$ cat src/hw/rtl/mvts_pkg.sv
// ----------------------------------------------------------------------------
// mvts_pkg
// Shared types, codes and constants of the mixing valve dissolved-solids stepper.
// ----------------------------------------------------------------------------
package mvts_pkg;

    localparam int NUM_OUTLETS_DEF  = 8;
    localparam int SETTLE_TICKS_DEF = 5;

    localparam int CMD_W      = 2;
    localparam int SAMPLE_W   = 12;
    localparam int OID_W      = 3;
    localparam int PULSE_W    = 12;
    localparam int TDS_W      = 12;
    localparam int ANGLE_W    = 7;
    localparam int TARGET_W   = 10;
    localparam int TOL_W      = 8;
    localparam int ACCUM_W    = 15;
    localparam int SETTLE_W   = 3;
    localparam int UNIT_W     = 6;
    localparam int CFG_IDX_W  = 2;
    localparam int CFG_DATA_W = 12;
    localparam int S_TDATA_W  = 16;
    localparam int S_TUSER_W  = 2;
    localparam int M_TDATA_W  = 40;
    localparam int M_TUSER_W  = 2;
    localparam int DIV_STEPS  = PULSE_W;
    localparam int DIV_CNT_W  = $clog2(DIV_STEPS);

    typedef enum logic [CMD_W-1:0] {
        CMD_TICK    = 2'd0,
        CMD_OUTLET  = 2'd1,
        CMD_RESTART = 2'd2,
        CMD_RAW     = 2'd3
    } t_cmd_code;

    typedef enum logic [CFG_IDX_W-1:0] {
        REG_TARGET = 2'd0,
        REG_TOL    = 2'd1,
        REG_PMIN   = 2'd2,
        REG_PMAX   = 2'd3
    } t_reg_idx;

    localparam logic [TARGET_W-1:0] TARGET_RST = 10'd100;
    localparam logic [TARGET_W-1:0] MAX_TARGET = 10'd1000;
    localparam logic [TOL_W-1:0]    TOL_RST    = 8'd10;
    localparam logic [PULSE_W-1:0]  PMIN_RST   = 12'd500;
    localparam logic [PULSE_W-1:0]  PMAX_RST   = 12'd2500;

    localparam logic [12:0] STEP_BIG   = 13'd100;
    localparam logic [12:0] STEP_MID   = 13'd50;
    localparam logic [12:0] STEP_SMALL = 13'd20;

    localparam logic [SETTLE_W-1:0] RAW_SAMPLES = 3'd5;
    localparam logic [PULSE_W-1:0]  MAX_ANGLE   = 12'd90;

    // reciprocal multipliers: floor(x/10) = (x*6554)>>16, floor(x/5) = (x*52429)>>18,
    // floor(x/90) = (x*5826)>>19 over the ranges used here
    localparam logic [15:0] RECIP10 = 16'd6554;
    localparam logic [15:0] RECIP5  = 16'd52429;
    localparam logic [12:0] RECIP90 = 13'd5826;

    typedef enum logic [2:0] {
        S_IDLE,
        S_EXEC,
        S_MUL,
        S_FIN,
        S_PREP,
        S_UNIT,
        S_DIV,
        S_DONE
    } t_state;

    typedef struct packed {
        logic load;
        logic exec;
        logic mul;
        logic fin;
        logic prep;
        logic unit;
        logic div_step;
        logic out_load;
    } t_dp_cmd;

    typedef struct packed {
        logic div_last;
    } t_dp_stat;

endpackage

$ cat src/hw/rtl/mvts_ctrl.sv
// ----------------------------------------------------------------------------
// mvts_ctrl
// Sequencer of the stepper: walks one word through update, scaling, angle
// division and output load, and owns the handshakes.
// ----------------------------------------------------------------------------
module mvts_ctrl (
    input  logic               i_clk,
    input  logic               i_rst_n,
    input  logic               i_s_valid,
    output logic               o_s_ready,
    input  logic               i_m_ready,
    output logic               o_m_valid,
    output mvts_pkg::t_dp_cmd  o_cmd,
    input  mvts_pkg::t_dp_stat i_stat
);

    mvts_pkg::t_state r_state;
    mvts_pkg::t_state n_state;
    logic             r_m_valid;
    logic             n_m_valid;
    logic             out_free;

    assign out_free = !r_m_valid || i_m_ready;

    always_ff @(posedge i_clk) begin
        if (!i_rst_n) begin
            r_state   <= mvts_pkg::S_IDLE;
            r_m_valid <= 1'b0;
        end else begin
            r_state   <= n_state;
            r_m_valid <= n_m_valid;
        end
    end

    always_comb begin
        n_state = r_state;
        case (r_state)
            mvts_pkg::S_IDLE: begin
                if (i_s_valid) begin
                    n_state = mvts_pkg::S_EXEC;
                end
            end
            mvts_pkg::S_EXEC: n_state = mvts_pkg::S_MUL;
            mvts_pkg::S_MUL:  n_state = mvts_pkg::S_FIN;
            mvts_pkg::S_FIN:  n_state = mvts_pkg::S_PREP;
            mvts_pkg::S_PREP: n_state = mvts_pkg::S_UNIT;
            mvts_pkg::S_UNIT: n_state = mvts_pkg::S_DIV;
            mvts_pkg::S_DIV: begin
                if (i_stat.div_last) begin
                    n_state = mvts_pkg::S_DONE;
                end
            end
            mvts_pkg::S_DONE: begin
                if (out_free) begin
                    n_state = mvts_pkg::S_IDLE;
                end
            end
            default: n_state = mvts_pkg::S_IDLE;
        endcase
    end

    always_comb begin
        o_cmd          = '0;
        o_s_ready      = 1'b0;
        o_cmd.load     = (r_state == mvts_pkg::S_IDLE) && i_s_valid;
        o_s_ready      = (r_state == mvts_pkg::S_IDLE);
        o_cmd.exec     = (r_state == mvts_pkg::S_EXEC);
        o_cmd.mul      = (r_state == mvts_pkg::S_MUL);
        o_cmd.fin      = (r_state == mvts_pkg::S_FIN);
        o_cmd.prep     = (r_state == mvts_pkg::S_PREP);
        o_cmd.unit     = (r_state == mvts_pkg::S_UNIT);
        o_cmd.div_step = (r_state == mvts_pkg::S_DIV);
        o_cmd.out_load = (r_state == mvts_pkg::S_DONE) && out_free;
    end

    always_comb begin
        n_m_valid = r_m_valid;
        if (o_cmd.out_load) begin
            n_m_valid = 1'b1;
        end else if (i_m_ready) begin
            n_m_valid = 1'b0;
        end
    end

    assign o_m_valid = r_m_valid;

endmodule

$ cat src/hw/rtl/mvts_dp.sv
// ----------------------------------------------------------------------------
// mvts_dp
// Datapath of the stepper: configuration and regulation state, shared
// reciprocal multiplier, restoring divider for the steering angle and the
// output word register.
// ----------------------------------------------------------------------------
module mvts_dp #(
    parameter int NUM_OUTLETS  = mvts_pkg::NUM_OUTLETS_DEF,
    parameter int SETTLE_TICKS = mvts_pkg::SETTLE_TICKS_DEF
) (
    input  logic                            i_clk,
    input  logic                            i_rst_n,
    input  mvts_pkg::t_dp_cmd               i_cmd,
    output mvts_pkg::t_dp_stat              o_stat,
    input  logic                            i_cfg_wen,
    input  logic [mvts_pkg::CFG_IDX_W-1:0]  i_cfg_idx,
    input  logic [mvts_pkg::CFG_DATA_W-1:0] i_cfg_wdata,
    input  logic [mvts_pkg::CMD_W-1:0]      i_in_cmd,
    input  logic [mvts_pkg::SAMPLE_W-1:0]   i_tds_sample,
    input  logic [mvts_pkg::OID_W-1:0]      i_outlet_id,
    input  logic                            i_outlet_open,
    output logic [mvts_pkg::PULSE_W-1:0]    o_pulse_width,
    output logic                            o_power_on,
    output logic                            o_adjusting,
    output logic                            o_report_valid,
    output logic                            o_report_kind,
    output logic [mvts_pkg::TDS_W-1:0]      o_report_tds,
    output logic [mvts_pkg::ANGLE_W-1:0]    o_steering_angle
);

    // configuration
    logic [mvts_pkg::TARGET_W-1:0] r_target;
    logic [mvts_pkg::TOL_W-1:0]    r_tol;
    logic [mvts_pkg::PULSE_W-1:0]  r_pmin;
    logic [mvts_pkg::PULSE_W-1:0]  r_pmax;

    // regulation state
    logic [mvts_pkg::PULSE_W-1:0]  r_pulse;
    logic [NUM_OUTLETS-1:0]        r_mask;
    logic                          r_active;
    logic                          r_raw;
    logic [mvts_pkg::SETTLE_W-1:0] r_settle;
    logic [mvts_pkg::ACCUM_W-1:0]  r_accum;
    logic                          r_power;

    // captured word
    mvts_pkg::t_cmd_code           r_cmd;
    logic [mvts_pkg::SAMPLE_W-1:0] r_sample;
    logic [mvts_pkg::OID_W-1:0]    r_oid;
    logic                          r_oopen;

    // per word scratch
    logic                          r_stepping;
    logic                          r_up;
    logic                          r_neg;
    logic [12:0]                   r_sum;
    logic                          r_raw_rep;
    logic [31:0]                   r_prod;
    logic                          r_rep_valid;
    logic                          r_rep_kind;
    logic [mvts_pkg::TDS_W-1:0]    r_rep_tds;
    logic                          r_inv;
    logic                          r_le;
    logic [mvts_pkg::PULSE_W-1:0]  r_span;
    logic [mvts_pkg::PULSE_W-1:0]  r_num;
    logic [mvts_pkg::UNIT_W-1:0]   r_unit;
    logic [mvts_pkg::PULSE_W-1:0]  r_div_q;
    logic [mvts_pkg::UNIT_W-1:0]   r_div_rem;
    logic [mvts_pkg::DIV_CNT_W-1:0] r_div_cnt;

    // output word
    logic [mvts_pkg::PULSE_W-1:0]  r_o_pulse;
    logic                          r_o_power;
    logic                          r_o_active;
    logic                          r_o_rv;
    logic                          r_o_rk;
    logic [mvts_pkg::TDS_W-1:0]    r_o_rtds;
    logic [mvts_pkg::ANGLE_W-1:0]  r_o_angle;

    // band compare
    logic signed [13:0] s_s, t_s, tol_s, hi1, lo1, hi2, lo2, hi4, lo4;
    logic [12:0]        step;
    logic [12:0]        up_sum;
    logic signed [13:0] down_diff;
    logic               regulate;
    logic [NUM_OUTLETS-1:0] oid_hot;
    logic [mvts_pkg::SETTLE_W-1:0] settle_inc;
    logic [mvts_pkg::ACCUM_W-1:0]  accum_inc;

    // scaling
    logic [15:0] mul_a;
    logic [15:0] mul_c;
    logic [8:0]  quot10;
    logic [12:0] p10;
    logic [mvts_pkg::PULSE_W-1:0] n_pulse_fin;

    // divider
    logic [mvts_pkg::UNIT_W:0]    rem_sh;
    logic                         rem_ge;
    logic [24:0]                  unit_prod;
    logic                         angle_zero;

    assign s_s   = signed'({2'b00, r_sample});
    assign t_s   = signed'({4'b0000, r_target});
    assign tol_s = signed'({6'b000000, r_tol});
    assign hi1   = t_s + tol_s;
    assign lo1   = t_s - tol_s;
    assign hi2   = t_s + (tol_s <<< 1);
    assign lo2   = t_s - (tol_s <<< 1);
    assign hi4   = t_s + (tol_s <<< 2);
    assign lo4   = t_s - (tol_s <<< 2);

    always_comb begin
        if (s_s > hi4 || s_s < lo4) begin
            step = mvts_pkg::STEP_BIG;
        end else if (s_s > hi2 || s_s < lo2) begin
            step = mvts_pkg::STEP_MID;
        end else begin
            step = mvts_pkg::STEP_SMALL;
        end
    end

    assign up_sum     = {1'b0, r_pulse} + step;
    assign down_diff  = signed'({2'b00, r_pulse}) - signed'({1'b0, step});
    assign regulate   = (|r_mask) && r_active;
    assign settle_inc = r_settle + 1'b1;
    assign accum_inc  = r_accum + mvts_pkg::ACCUM_W'(r_sample);

    always_comb begin
        for (int i = 0; i < NUM_OUTLETS; i++) begin
            oid_hot[i] = (r_oid == mvts_pkg::OID_W'(i));
        end
    end

    // shared multiplier operands
    always_comb begin
        if (r_stepping) begin
            mul_a = {3'b000, r_sum};
            mul_c = mvts_pkg::RECIP10;
        end else begin
            mul_a = {1'b0, r_accum};
            mul_c = mvts_pkg::RECIP5;
        end
    end

    assign quot10 = r_prod[24:16];
    assign p10    = {1'b0, quot10, 3'b000} + {3'b000, quot10, 1'b0};

    always_comb begin
        n_pulse_fin = r_pulse;
        if (r_up) begin
            if (p10 > {1'b0, r_pmax}) begin
                n_pulse_fin = r_pmax;
            end else begin
                n_pulse_fin = p10[11:0];
            end
        end else begin
            if (r_neg || p10 < {1'b0, r_pmin}) begin
                n_pulse_fin = r_pmin;
            end else begin
                n_pulse_fin = p10[11:0];
            end
        end
    end

    assign unit_prod  = r_span * mvts_pkg::RECIP90;
    assign rem_sh     = {r_div_rem, r_div_q[mvts_pkg::PULSE_W-1]};
    assign rem_ge     = rem_sh >= {1'b0, r_unit};
    assign angle_zero = r_inv || (r_unit == '0) || r_le;

    assign o_stat.div_last = (r_div_cnt == mvts_pkg::DIV_CNT_W'(mvts_pkg::DIV_STEPS - 1));

    // control state
    always_ff @(posedge i_clk) begin
        if (!i_rst_n) begin
            r_target    <= mvts_pkg::TARGET_RST;
            r_tol       <= mvts_pkg::TOL_RST;
            r_pmin      <= mvts_pkg::PMIN_RST;
            r_pmax      <= mvts_pkg::PMAX_RST;
            r_pulse     <= mvts_pkg::PMAX_RST;
            r_mask      <= '0;
            r_active    <= 1'b1;
            r_raw       <= 1'b0;
            r_settle    <= '0;
            r_accum     <= '0;
            r_power     <= 1'b0;
            r_stepping  <= 1'b0;
            r_raw_rep   <= 1'b0;
            r_rep_valid <= 1'b0;
            r_rep_kind  <= 1'b0;
            r_rep_tds   <= '0;
        end else begin
            if (i_cfg_wen) begin
                case (i_cfg_idx)
                    mvts_pkg::REG_TARGET: begin
                        r_target <= (i_cfg_wdata[9:0] > mvts_pkg::MAX_TARGET) ?
                                    mvts_pkg::MAX_TARGET : i_cfg_wdata[9:0];
                        r_active <= 1'b1;
                    end
                    mvts_pkg::REG_TOL:  r_tol  <= i_cfg_wdata[7:0];
                    mvts_pkg::REG_PMIN: r_pmin <= i_cfg_wdata;
                    mvts_pkg::REG_PMAX: r_pmax <= i_cfg_wdata;
                    default: ;
                endcase
            end

            if (i_cmd.load) begin
                r_stepping  <= 1'b0;
                r_raw_rep   <= 1'b0;
                r_rep_valid <= 1'b0;
                r_rep_kind  <= 1'b0;
                r_rep_tds   <= '0;
            end

            if (i_cmd.exec) begin
                case (r_cmd)
                    mvts_pkg::CMD_OUTLET: begin
                        r_mask <= r_oopen ? (r_mask | oid_hot) : (r_mask & ~oid_hot);
                    end
                    mvts_pkg::CMD_RESTART: r_active <= 1'b1;
                    mvts_pkg::CMD_RAW: begin
                        r_raw    <= 1'b1;
                        r_accum  <= '0;
                        r_settle <= '0;
                    end
                    default: begin
                        if (regulate) begin
                            r_power <= 1'b1;
                            if (r_raw) begin
                                if (r_pulse > r_pmin) begin
                                    r_pulse <= r_pmin;
                                end
                                r_accum <= accum_inc;
                                if (settle_inc >= mvts_pkg::RAW_SAMPLES) begin
                                    r_raw_rep   <= 1'b1;
                                    r_rep_valid <= 1'b1;
                                    r_rep_kind  <= 1'b0;
                                    r_settle    <= '0;
                                    r_raw       <= 1'b0;
                                end else begin
                                    r_settle <= settle_inc;
                                end
                            end else begin
                                r_accum <= mvts_pkg::ACCUM_W'(r_sample);
                                if (s_s > hi1) begin
                                    r_settle   <= '0;
                                    r_up       <= 1'b1;
                                    r_neg      <= 1'b0;
                                    r_sum      <= up_sum;
                                    r_stepping <= (r_pulse < r_pmax);
                                end else if (s_s < lo1) begin
                                    r_settle   <= '0;
                                    r_up       <= 1'b0;
                                    r_neg      <= down_diff < 0;
                                    r_sum      <= down_diff[12:0];
                                    r_stepping <= (r_pulse > r_pmin);
                                end else if (r_settle >= mvts_pkg::SETTLE_W'(SETTLE_TICKS)) begin
                                    r_rep_valid <= 1'b1;
                                    r_rep_kind  <= 1'b1;
                                    r_rep_tds   <= r_sample;
                                    r_power     <= 1'b0;
                                    r_active    <= 1'b0;
                                    r_settle    <= '0;
                                end else begin
                                    r_settle <= settle_inc;
                                end
                            end
                        end
                    end
                endcase
            end

            if (i_cmd.fin) begin
                if (r_stepping) begin
                    r_pulse <= n_pulse_fin;
                end
                if (r_raw_rep) begin
                    r_rep_tds <= r_prod[29:18];
                end
            end

            if (i_cmd.prep && r_cmd == mvts_pkg::CMD_TICK) begin
                if (!(|r_mask) || !r_active || r_pulse == r_pmax || r_pulse == r_pmin) begin
                    if (!r_raw) begin
                        r_power <= 1'b0;
                    end
                end
            end
        end
    end

    // payload registers
    always_ff @(posedge i_clk) begin
        if (i_cmd.load) begin
            r_cmd    <= mvts_pkg::t_cmd_code'(i_in_cmd);
            r_sample <= i_tds_sample;
            r_oid    <= i_outlet_id;
            r_oopen  <= i_outlet_open;
        end
        if (i_cmd.mul) begin
            r_prod <= mul_a * mul_c;
        end
        if (i_cmd.prep) begin
            r_inv  <= (r_pmax <= r_pmin);
            r_le   <= (r_pulse <= r_pmin);
            r_span <= r_pmax - r_pmin;
            r_num  <= r_pulse - r_pmin;
        end
        if (i_cmd.unit) begin
            r_unit    <= unit_prod[24:19];
            r_div_q   <= r_num;
            r_div_rem <= '0;
            r_div_cnt <= '0;
        end
        if (i_cmd.div_step) begin
            r_div_rem <= rem_ge ? mvts_pkg::UNIT_W'(rem_sh - {1'b0, r_unit}) :
                                  rem_sh[mvts_pkg::UNIT_W-1:0];
            r_div_q   <= {r_div_q[mvts_pkg::PULSE_W-2:0], rem_ge};
            r_div_cnt <= r_div_cnt + 1'b1;
        end
        if (i_cmd.out_load) begin
            r_o_pulse  <= r_pulse;
            r_o_power  <= r_power;
            r_o_active <= r_active;
            r_o_rv     <= r_rep_valid;
            r_o_rk     <= r_rep_kind;
            r_o_rtds   <= r_rep_tds;
            if (angle_zero) begin
                r_o_angle <= '0;
            end else if (r_div_q > mvts_pkg::MAX_ANGLE) begin
                r_o_angle <= mvts_pkg::ANGLE_W'(mvts_pkg::MAX_ANGLE);
            end else begin
                r_o_angle <= r_div_q[mvts_pkg::ANGLE_W-1:0];
            end
        end
    end

    assign o_pulse_width    = r_o_pulse;
    assign o_power_on       = r_o_power;
    assign o_adjusting      = r_o_active;
    assign o_report_valid   = r_o_rv;
    assign o_report_kind    = r_o_rk;
    assign o_report_tds     = r_o_rtds;
    assign o_steering_angle = r_o_angle;

endmodule

$ cat src/hw/rtl/mixing_valve_tds_stepper.sv
// ----------------------------------------------------------------------------
// mixing_valve_tds_stepper
// Dead-band stepping regulator for a servo mixing valve.
// ----------------------------------------------------------------------------
// usage
//   s_axis carries one command word: tick with sample, outlet event, restart
//   adjust or start of a raw measurement (command code in tuser).
//   m_axis returns exactly one result word per command word: pulse width,
//   power and adjusting state, an optional quality report and the angle.
//   cfg port writes target, tolerance and pulse limits; the user must write
//   them only while the block is idle, which the block does not enforce.
// sequence
//   a word passes update and reciprocal scaling, then the bit-serial angle
//   divider, before m_axis tvalid; one word is in flight at a time, so the
//   next word is accepted only once the last result is loaded for output.
// reset
//   synchronous active-low reset loads the default limits, pulse at its
//   maximum, no outlet open, adjusting on, raw mode off, power off.
// stall
//   a result waits in the output register; the next word is accepted
//   meanwhile and its result is held until the waiting one is taken.
// ----------------------------------------------------------------------------
module mixing_valve_tds_stepper #(
    parameter int NUM_OUTLETS  = mvts_pkg::NUM_OUTLETS_DEF,
    parameter int SETTLE_TICKS = mvts_pkg::SETTLE_TICKS_DEF
) (
    input  logic                            i_clk,
    input  logic                            i_rst_n,
    input  logic                            i_cfg_wen,
    input  logic [mvts_pkg::CFG_IDX_W-1:0]  i_cfg_idx,
    input  logic [mvts_pkg::CFG_DATA_W-1:0] i_cfg_wdata,
    input  logic                            s_axis_tvalid,
    output logic                            s_axis_tready,
    // tds_sample[11:0], outlet_id[14:12], outlet_open[15]
    input  logic [mvts_pkg::S_TDATA_W-1:0]  s_axis_tdata,
    // cmd[1:0]
    input  logic [mvts_pkg::S_TUSER_W-1:0]  s_axis_tuser,
    output logic                            m_axis_tvalid,
    input  logic                            m_axis_tready,
    // pulse_width[11:0], power_on[12], adjusting[13], report_tds[25:14],
    // steering_angle[32:26], zero[39:33]
    output logic [mvts_pkg::M_TDATA_W-1:0]  m_axis_tdata,
    // report_valid[0], report_kind[1]
    output logic [mvts_pkg::M_TUSER_W-1:0]  m_axis_tuser
);

    mvts_pkg::t_dp_cmd  dp_cmd;
    mvts_pkg::t_dp_stat dp_stat;

    logic [mvts_pkg::PULSE_W-1:0] pulse_width;
    logic                         power_on;
    logic                         adjusting;
    logic                         report_valid;
    logic                         report_kind;
    logic [mvts_pkg::TDS_W-1:0]   report_tds;
    logic [mvts_pkg::ANGLE_W-1:0] steering_angle;

    mvts_ctrl u_ctrl (
        .i_clk     (i_clk),
        .i_rst_n   (i_rst_n),
        .i_s_valid (s_axis_tvalid),
        .o_s_ready (s_axis_tready),
        .i_m_ready (m_axis_tready),
        .o_m_valid (m_axis_tvalid),
        .o_cmd     (dp_cmd),
        .i_stat    (dp_stat)
    );

    mvts_dp #(
        .NUM_OUTLETS  (NUM_OUTLETS),
        .SETTLE_TICKS (SETTLE_TICKS)
    ) u_dp (
        .i_clk            (i_clk),
        .i_rst_n          (i_rst_n),
        .i_cmd            (dp_cmd),
        .o_stat           (dp_stat),
        .i_cfg_wen        (i_cfg_wen),
        .i_cfg_idx        (i_cfg_idx),
        .i_cfg_wdata      (i_cfg_wdata),
        .i_in_cmd         (s_axis_tuser),
        .i_tds_sample     (s_axis_tdata[11:0]),
        .i_outlet_id      (s_axis_tdata[14:12]),
        .i_outlet_open    (s_axis_tdata[15]),
        .o_pulse_width    (pulse_width),
        .o_power_on       (power_on),
        .o_adjusting      (adjusting),
        .o_report_valid   (report_valid),
        .o_report_kind    (report_kind),
        .o_report_tds     (report_tds),
        .o_steering_angle (steering_angle)
    );

    assign m_axis_tdata = {7'b0000000, steering_angle, report_tds, adjusting, power_on,
                           pulse_width};
    assign m_axis_tuser = {report_kind, report_valid};

endmodule

$ cat config.mk
export PLATFORM = sky130hd
export DESIGN_NAME = mixing_valve_tds_stepper
export DESIGN_NICKNAME = d
export VERILOG_FILES = /design/src/hw/rtl/mvts_pkg.sv /design/src/hw/rtl/mvts_ctrl.sv /design/src/hw/rtl/mvts_dp.sv /design/src/hw/rtl/mixing_valve_tds_stepper.sv
export SDC_FILE = /design/constraint.sdc
export NUM_CORES = 1
export LEC_CHECK = 0
export CAP_MARGIN = 30
export CORE_ASPECT_RATIO = 1.75
export CORE_MARGIN = 3
export CORE_UTILIZATION = 45
export CTS_BUF_LIST = sky130_fd_sc_hd__clkbuf_8
export DETAILED_ROUTE_END_ITERATION = 10
export DONT_BUFFER_PORTS = 1
export HOLD_SLACK_MARGIN = 0.02
export SLEW_MARGIN = 25
export SYNTH_ARGS = -nofsm -noshare
export SYNTH_HDL_FRONTEND = slang
export SYNTH_SLANG_ARGS = --single-unit
export TNS_END_PERCENT = 10
$ cat constraint.sdc
create_clock -name i_clk -period 6.64 [get_ports i_clk]
set_input_delay 0.664 -clock i_clk [delete_from_list [all_inputs] [get_ports i_clk]]
set_output_delay 0.664 -clock i_clk [all_outputs]
set_load 0.02 [all_outputs]
# Word-level counts from Yosys, hierarchy flattened
# Index checks and enable logic that the tools add are counted.
# word_totals
regBits	255
inputBits	37
out_inout_bits	44
elab_cells	255
# op_classes
n_addsub	15
n_mul	2
order_cmp	18
n_eq_ne	26
muxes	108
bitwise	6
n_reduce_logical	38
# ops
op	n
$mux 12	22
$mux 1	56
$mux 15	3
$gt 13x14->1	3
$lt 13x14->1	3
$mul 15x16->30	1
$pmux 15 s2	1
$mux 3	9
$mux 13	2
$eq 12x12->1	2
$eq 3x3->1 const B	8
$le 12x12->1	2
$mul 12x12->24 const B	1
$mux 6	4
$pmux 3 s8	1
$sub 12x12->12	2
$mux 16	1
$add 15x12->15	1
$lt 14x1->1 const B	1
$mux 7	2
$add 12x10->13	1
$add 12x13->13	1
$gt 13x12->1	1
$lt 13x12->1	1
45 further kinds	84

# Depth between registers and ports, before layout
# Gate-level depths: netlist of the first run.
# logic_depth
ltp_word	12
depth_mapped	32
depth_no_buf	32

# By module
# Synthesis of the first run repeated with hierarchy kept, for this count alone.
# unflattened
cells_unflattened	2395
hier_area_um2	23169.7
# by_module_without_submodules
module	instances	cells_each	area_per_inst_um2	seq_area_each_um2
mvts_dp	1	2351	22839.4	6065.8
mvts_ctrl	1	32	244.0	80.1
mixing_valve_tds_stepper	1	12	86.3	0.0

# Worst setup path after synthesis of the first run
# No wires, ideal clock.
# synth_timing
path_type	register to register
from	register u_dp.r_stepping
to	register u_dp.r_prod[28] (data pin)
setup_time_ns	0.262
t_arrival_ns	6.017
required_ns	6.378
setup_slack_ns	0.361
stages_incl_launch_ff	23
path_buffers	2
synth_period_minus_slack_ns	6.279
cell_sequence	dfxtp_1 > clkbuf_1 > clkbuf_1 > nand2_1 > nand2_1 > fa_1 > fa_1 > fa_1 > fa_1 > fa_1 > inv_1 > fa_1 > inv_1 > ha_1 > a211oi_1 > nand2_1 > a31oi_1 > o21ai_1 > a31oi_1 > o21ai_1 > a211oi_1 > o21bai_1 > xor2_1
# synth_via
elab_chain_cells	2
word_cells_on_any_way	3
classes_between	1 x mul; 2 x mux
# synth_lines
element	line_no	rtl
from (decl)	mvts_dp.sv:53	logic r_stepping;
from (signal assigned)	mvts_dp.sv:250	r_stepping <= (r_pulse < r_pmax);
from (signal assigned)	mvts_dp.sv:256	r_stepping <= (r_pulse > r_pmin);
$mux 15 or $mux 16 (tied branches)	mvts_dp.sv:137	if (r_stepping) begin
$mul 15x16->30 *	mvts_dp.sv:301	r_prod <= mul_a * mul_c;
to (signal assigned)	mvts_dp.sv:301	
to (decl)	mvts_dp.sv:58	logic [31:0] r_prod;
# Mark *: on every way between the ends. The rest lies on a longest branch, timed or not.
# A chain may end at the register's enable or synchronous reset.

# Worst setup path after layout of the first run
# Ends and elaborated chain as after synthesis.

==> impl_metrics.ini, run 1 <==
[run_status]
status = finished, final reports clean

[sta]
setup_tns_ns = 0
fin_crit_ns = 6.26
skew_ns = 0.0572
rsz0062_at_grt = no
min_period_over_period_pct = 94.3
hold_viol_final = 0
fmax_mhz = 160
setup_ws_ns = 0.381
slew_headroom_pct = 34.1
setup_viol = 0
final_max_slew_viol_count = 0
worst_pin_slew_ns = 0.984

[cts]
h-tree-depth = 2
cts_hold_buf = 0
clock_latency_ns = 0.59
clock-root-buffer = clkbuf_8
path_clk_slew_ns = 0.07
clockBufferDepth = 3
tritoncts = built
cts_buffers = 40
cts.sinks = 239

[global_routing]
grt_max_degree = 105
grt_pass1_wl_microns = 97900
grt_pass1_vias = 18005
grt_usage_pct = 23.3
antenna_found_initial = 1
grt_remaining_overflow = 0

[power]
p_leak_uw = 0.0120
peakVddDrop_v = 0.000136
power.density_nw_per_um2 = 170

[critical_path]
slowest_delay_ns = 0.59
worstPathMaxFanout = 32
crit_slowest_cell = fa_1
startpoint_type = register
cp_data_arrival_time_ns = 6.58
crit_type = reg2reg
path_cells = buf_12 > nand2b_1 > inv_1 > fa_1 > fa_1 > fa_1 > fa_1 > fa_1 > inv_1 > fa_1 > inv_1 > ha_1 > a211oi_1 > nand2_1 > a31oi_1 > o21ai_1 > a31oi_2 > o21ai_1 > buf_4 > a211oi_1 > o21bai_1 > xor2_1
cp-end-kind = register
cpMostUsedCell = fa_1
cp.required_ns = 6.96

[placement]
io_buffers = 0
placed_cells = 3051
gp_congestion = 0.966
place_area_sq_um = 24000
place_ws_ns = 0.217
dp_hpwl_microns = 51700

[die]
die_h_microns = 306
die_x_microns = 177
dieArea_sq_um = 54300
pin_count = 81
core_sq_um = 50700
start_util_pct = 45.6
std_cell_rows = 109

[finish]
layout_common_cells = ha_1, inv_1, fa_1
syn2layout_area_growth_pct = 6.98
drive_above_1_share_pct = 6.31
final_cell_area_sq_um = 24800
layout.nets = 3011
layout_commonest_cell = ha_1
stdcell_count = 3124
fill_cells = 4863

[routing]
wl_per_cell_microns = 20.0
routed_wl_microns = 62500
ant_nets = 0
vias = 17067
vias_per_cell = 5.46
drt-initial-drc-count = 901
post-route-drc-count = 0
drt_first_pass_iters = 7

[logic_synthesis]
ys_warn_count = 0
synth_edf_count = 136
synth.yosys.seq_area_share_pct = 26.5
synth_cell_types = 76
synth_area_sq_um = 23200
syn_inst = 2406
avgSynthCellArea_sq_um = 9.63
postSynth.asyncResetShare_pct = 0
synthFlopType = edfxtp_1
synth-seq-cells = 239

[worst_hold_path]
worstHoldPathType = in2reg

[job]
cap_violations = 0
==> sequential cells by signal, indices dropped and copies added, names as in the netlist, 2 cells and up, named ones only <==
| name | cells |
|---|---|
| u_dp.r_pmax | 12 |
| u_dp.r_sample | 12 |
| u_dp.r_span | 12 |
| u_dp.r_sum | 13 |
| u_dp.r_pulse | 12 |
| u_dp.r_accum | 15 |
| u_ctrl.r_state | 3 |
| u_dp.r_num | 12 |
| u_dp.r_rep_tds | 12 |
| u_dp.r_cmd | 2 |
| u_dp.r_unit | 6 |
| u_dp.o_pulse_width | 12 |
| u_dp.r_pmin | 12 |
| u_dp.r_target | 10 |
| u_dp.r_prod | 14 |
| u_dp.r_tol | 8 |
| u_dp.r_oid | 3 |
| u_dp.o_steering_angle | 7 |
| u_dp.r_div_rem | 6 |
| u_dp.r_div_cnt | 4 |
| u_dp.o_report_tds | 12 |
| u_dp.r_div_q | 12 |
| u_dp.r_settle | 3 |
==> report_power, final <==
| group | total (uW) | internal (uW) | switching (uW) |
|---|---|---|---|
| Clock | 1230 | 617 | 614 |
| Sequential | 1710 | 1630 | 81.0 |
| Combinational | 1280 | 548 | 735 |
==> area by class of cell <==
cell class | instances | area, sq um | share of cell area [%]
diodes | 1 | 2.50 | 0.0101
clock buffers | 41 | 564 | 2.28
clock inverters | 28 | 156 | 0.631
inverters | 346 | 1300 | 5.24
multi-input cells | 1764 | 15500 | 62.4
flip-flops and latches | 239 | 6150 | 24.8
well taps | 666 | 833 | 3.36
repair buffers | 39 | 303 | 1.22
==> worst max-delay path, delay by kind of cell, from the launching register on <==
kind,cells,cell delay [ns]
AOI/OAI and AO/OA,7,1.34
xor gates and xnor gates,1,0.14
buffers and inverters,5,0.51
DFF,1,0.38
and+or+nand+nor,2,0.22
adders and majority gates,7,3.39
==> final timing paths <==
kind | startpoint | end | slack, ns | cells past startpoint
hold reg to reg | u_dp.r_rep_tds[10]$_SDFF_PN0_ | u_dp.o_report_tds[10]$_DFFE_PP_ | 0.42 | 0
hold / removal | i_rst_n | u_dp.r_tol[1]$_SDFFE_PN1P_ | 0.15 | 1
setup reg to reg | u_dp.r_stepping$_SDFF_PN0_ | u_dp.r_prod[28]$_DFFE_PP_ | 0.38 | 22
setup / recovery | u_dp.r_stepping$_SDFF_PN0_ | u_dp.r_prod[28]$_DFFE_PP_ | 0.38 | 22
==> what timing repair did <==
item                                    4_1_cts  5_1_grt
resized for setup                             0        1
endpoints found under the setup margin        0        4
buffers inserted                              0        1
==> routing by layer <==
layer | GRT usage [%] | vias up | wire (microns)
met3 | 2.81 | 163 | 2280
li1 | - | 8262 | -
met2 | 44.2 | 421 | 33800
met4 | 12.7 | 0 | 3830
met5 | 0 | - | 0
met1 | 24.5 | 8221 | 22600
==> synthesized netlist by cell type, drive strengths merged (36+ instances only) <==
cell | count | area (sq um)
ha | 395 | 4940
inv | 346 | 1300
fa | 149 | 2980
nand2 | 148 | 556
a21oi | 141 | 781
nor2 | 141 | 547
edfxtp | 136 | 4080
dfxtp | 103 | 2060
o21ai | 91 | 455
xnor2 | 76 | 666
nor2b | 67 | 419
clkbuf | 58 | 218
nand3 | 47 | 235
a21o | 38 | 285
mux2i | 36 | 360
==> cells by family after synthesis <==
family	after synthesis	synth area share [%]
AND/OR/NAND/NOR	573	12.4
XOR/XNOR	110	4.16
AO/OA/AOI/OAI	456	12.9
other	2	0.0324
adder cells (fa/ha/maj)	544	34.2
flip-flops	239	26.5
buffers and inverters	423	7.14
multiplexers	59	2.67
==> through the flow <==
stage,hold slack [ns],util (%),total power (uW)
after global routing,0.129,48.8,4520
after detailed placement,0.419,47.3,3020
after global placement,0.414,47.3,2980
final,0.150,48.8,4220
after CTS,0.105,48.8,4280
after floorplan,0.408,-,2680
(Power assumes the default switching activity.)
==> inputs of run 2 (changes only) <==
==> constraint.sdc (replaced) <==
create_clock -name i_clk -period 6.6 [get_ports i_clk]
set_input_delay 0.66 -clock i_clk [delete_from_list [all_inputs] [get_ports i_clk]]
set_output_delay 0.66 -clock i_clk [all_outputs]
set_load 0.02 [all_outputs]
==> run 2 against run 1 <==
Combinational power about the same; global-route usage shrank 0.086 points; fmax is 0.25% lower; power down 0.41%.
==> impl_metrics.ini, run 2 (synthesized netlist as in run 1, its figures left out) <==
[run_status]
status = finished, final reports clean

[power]
p_leak_uw = 0.0120
power.density_nw_per_um2 = 170
total_power_uw = 4200
peakVddDrop_v = 0.000186

[sta]
min_period_over_period_pct = 95.1
fin_crit_ns = 6.27
hold_viol_final = 0
slew_headroom_pct = 28.0
setup_viol = 0
final_max_slew_viol_count = 0
skew_ns = 0.0447
holdWs_ns = 0.158
rsz0062_at_grt = yes
worst_pin_slew_ns = 1.07
fmax_mhz = 159

[cts]
clock-root-buffer = clkbuf_8
clock_latency_ns = 0.61
post_cts_buffers = 0
h-tree-depth = 2
path_clk_slew_ns = 0.07
cts_buffers = 39
clockBufferDepth = 3
cts.sinks = 239
tritoncts = built

[finish]
layout_commonest_cell = ha_1
fin_util_pct = 48.8
seqCellArea_sq_um = 6150
largest_register_ff_count = 15
multi_input_comb_area_sq_um = 15500
final_cell_area_sq_um = 24800
syn2layout_area_growth_pct = 6.92
stdcell_count = 3127
layout.nets = 3011
layout_common_cells = ha_1, inv_1, fa_1
drive_above_1_share_pct = 6.46
largest-register = u_dp.r_accum
fill_cells = 4808
reg.largest.list = u_dp.r_accum: 15 flops, u_dp.r_prod: 14 flops, u_dp.r_sum: 13 flops

[global_routing]
grt_usage_pct = 23.2
grt_max_degree = 105
grt_pass1_vias = 18116
grt_remaining_overflow = 0
grt_pass1_wl_microns = 97500
gr-usage-met1_pct = 24.5
use_met2_pct = 45.4
antenna_found_initial = 1
grtUsageMet3_pct = 2.34
busiest_layer = met2

[routing]
wl_per_cell_microns = 20.0
drt_first_pass_iters = 7
ant_nets = 0
routed_wl_microns = 62600
vias_per_cell = 5.46
post-route-drc-count = 0
drt-initial-drc-count = 802
vias = 17077

[placement]
io_buffers = 0
gp_congestion = 0.930
placed_cells = 3054
place_area_sq_um = 24100
dp_hpwl_microns = 51700

[critical_path]
cp.required_ns = 6.92
rrSetupSlack_ns = 0.33
worstPathMaxFanout = 32
crit_type = reg2reg
cp-end-kind = register
cp_data_arrival_time_ns = 6.60
startpoint_type = register

[die]
std_cell_rows = 109
die_x_microns = 177
pin_count = 81
die_h_microns = 306
core_sq_um = 50700
dieArea_sq_um = 54300
start_util_pct = 45.6

[job]
cap_violations = 0

[worst_hold_path]
worstHoldPathType = in2reg
-- run 2: cell types whose count changed in the layout (fill, tap and decap cells not counted), sizes merged --
cell      delta
buf          +1
clkbuf       -2
clkinvlp     +1
bufinv       -1
clkinv       +4
-- run 2: per-layer routing --
layer | wire (microns) | part of all wire (%)
met1 | 22900 | 37
met2 | 34700 | 55
met3 | 1960 | 3.1
met5 | 0 | 0
met4 | 3020 | 4.8
-- run 2: critical path, cell delays in order, from the launching register on --
cell and delay [ns]:
dfxtp_1 0.37, buf_12 0.18, nand2b_1 0.18, inv_1 0.10, fa_1 0.57, inv_1 0.06, fa_1 0.48, inv_1 0.08
fa_1 0.55, inv_1 0.07, fa_1 0.53, inv_1 0.05, fa_1 0.54, inv_1 0.06, fa_1 0.54, inv_1 0.04
ha_1 0.33, a21oi_1 0.15, o21ai_0 0.11, a31oi_2 0.26, o21ai_1 0.20, a211oi_1 0.31, o21bai_1 0.12, xor2_1 0.15
-- run 2: final cells by class --
cell class / count / share of cell area, %
Inverter: 346 / 5.25
Timing Repair Buffer: 40 / 1.26
Multi-Input combinational cell: 1764 / 62.5
Clock inverter: 32 / 0.606
Clock buffer: 39 / 2.17
Antenna cell: 1 / 0.0101
Tap cell: 666 / 3.37
Sequential cell: 239 / 24.8
-- run 2: power by group --
part	internal, uW	switching (uW)	total (uW)
clock	561	640	1200
combinational	551	740	1290
sequential	1640	75.7	1710
total	2750	1450	4200
-- run 2: final timing paths --
path	startpoint	end	depth (start not counted)
setup / recovery	u_dp.r_stepping$_SDFF_PN0_	u_dp.r_prod[28]$_DFFE_PP_	23
hold reg to reg	u_dp.r_rep_tds[11]$_SDFF_PN0_	u_dp.o_report_tds[11]$_DFFE_PP_	0
setup reg to reg	u_dp.r_stepping$_SDFF_PN0_	u_dp.r_prod[28]$_DFFE_PP_	23
hold / removal	i_rst_n	u_dp.r_tol[1]$_SDFFE_PN1P_	1
-- run 2: metrics by stage --
stage	setup slack, ns	TNS [ns]
2_1_floorplan	0.321	0
3_3_place_gp	0.298	0
3_5_place_dp	0.213	0
4_1_cts	0.182	0
5_1_grt	-0.00130	-0.00130
6_report	0.325	0
-- run 2: timing repair --
item	in CTS	in global routing
setup endpoints to repair	0	4
resized for setup	0	2
hold buffers	0	0
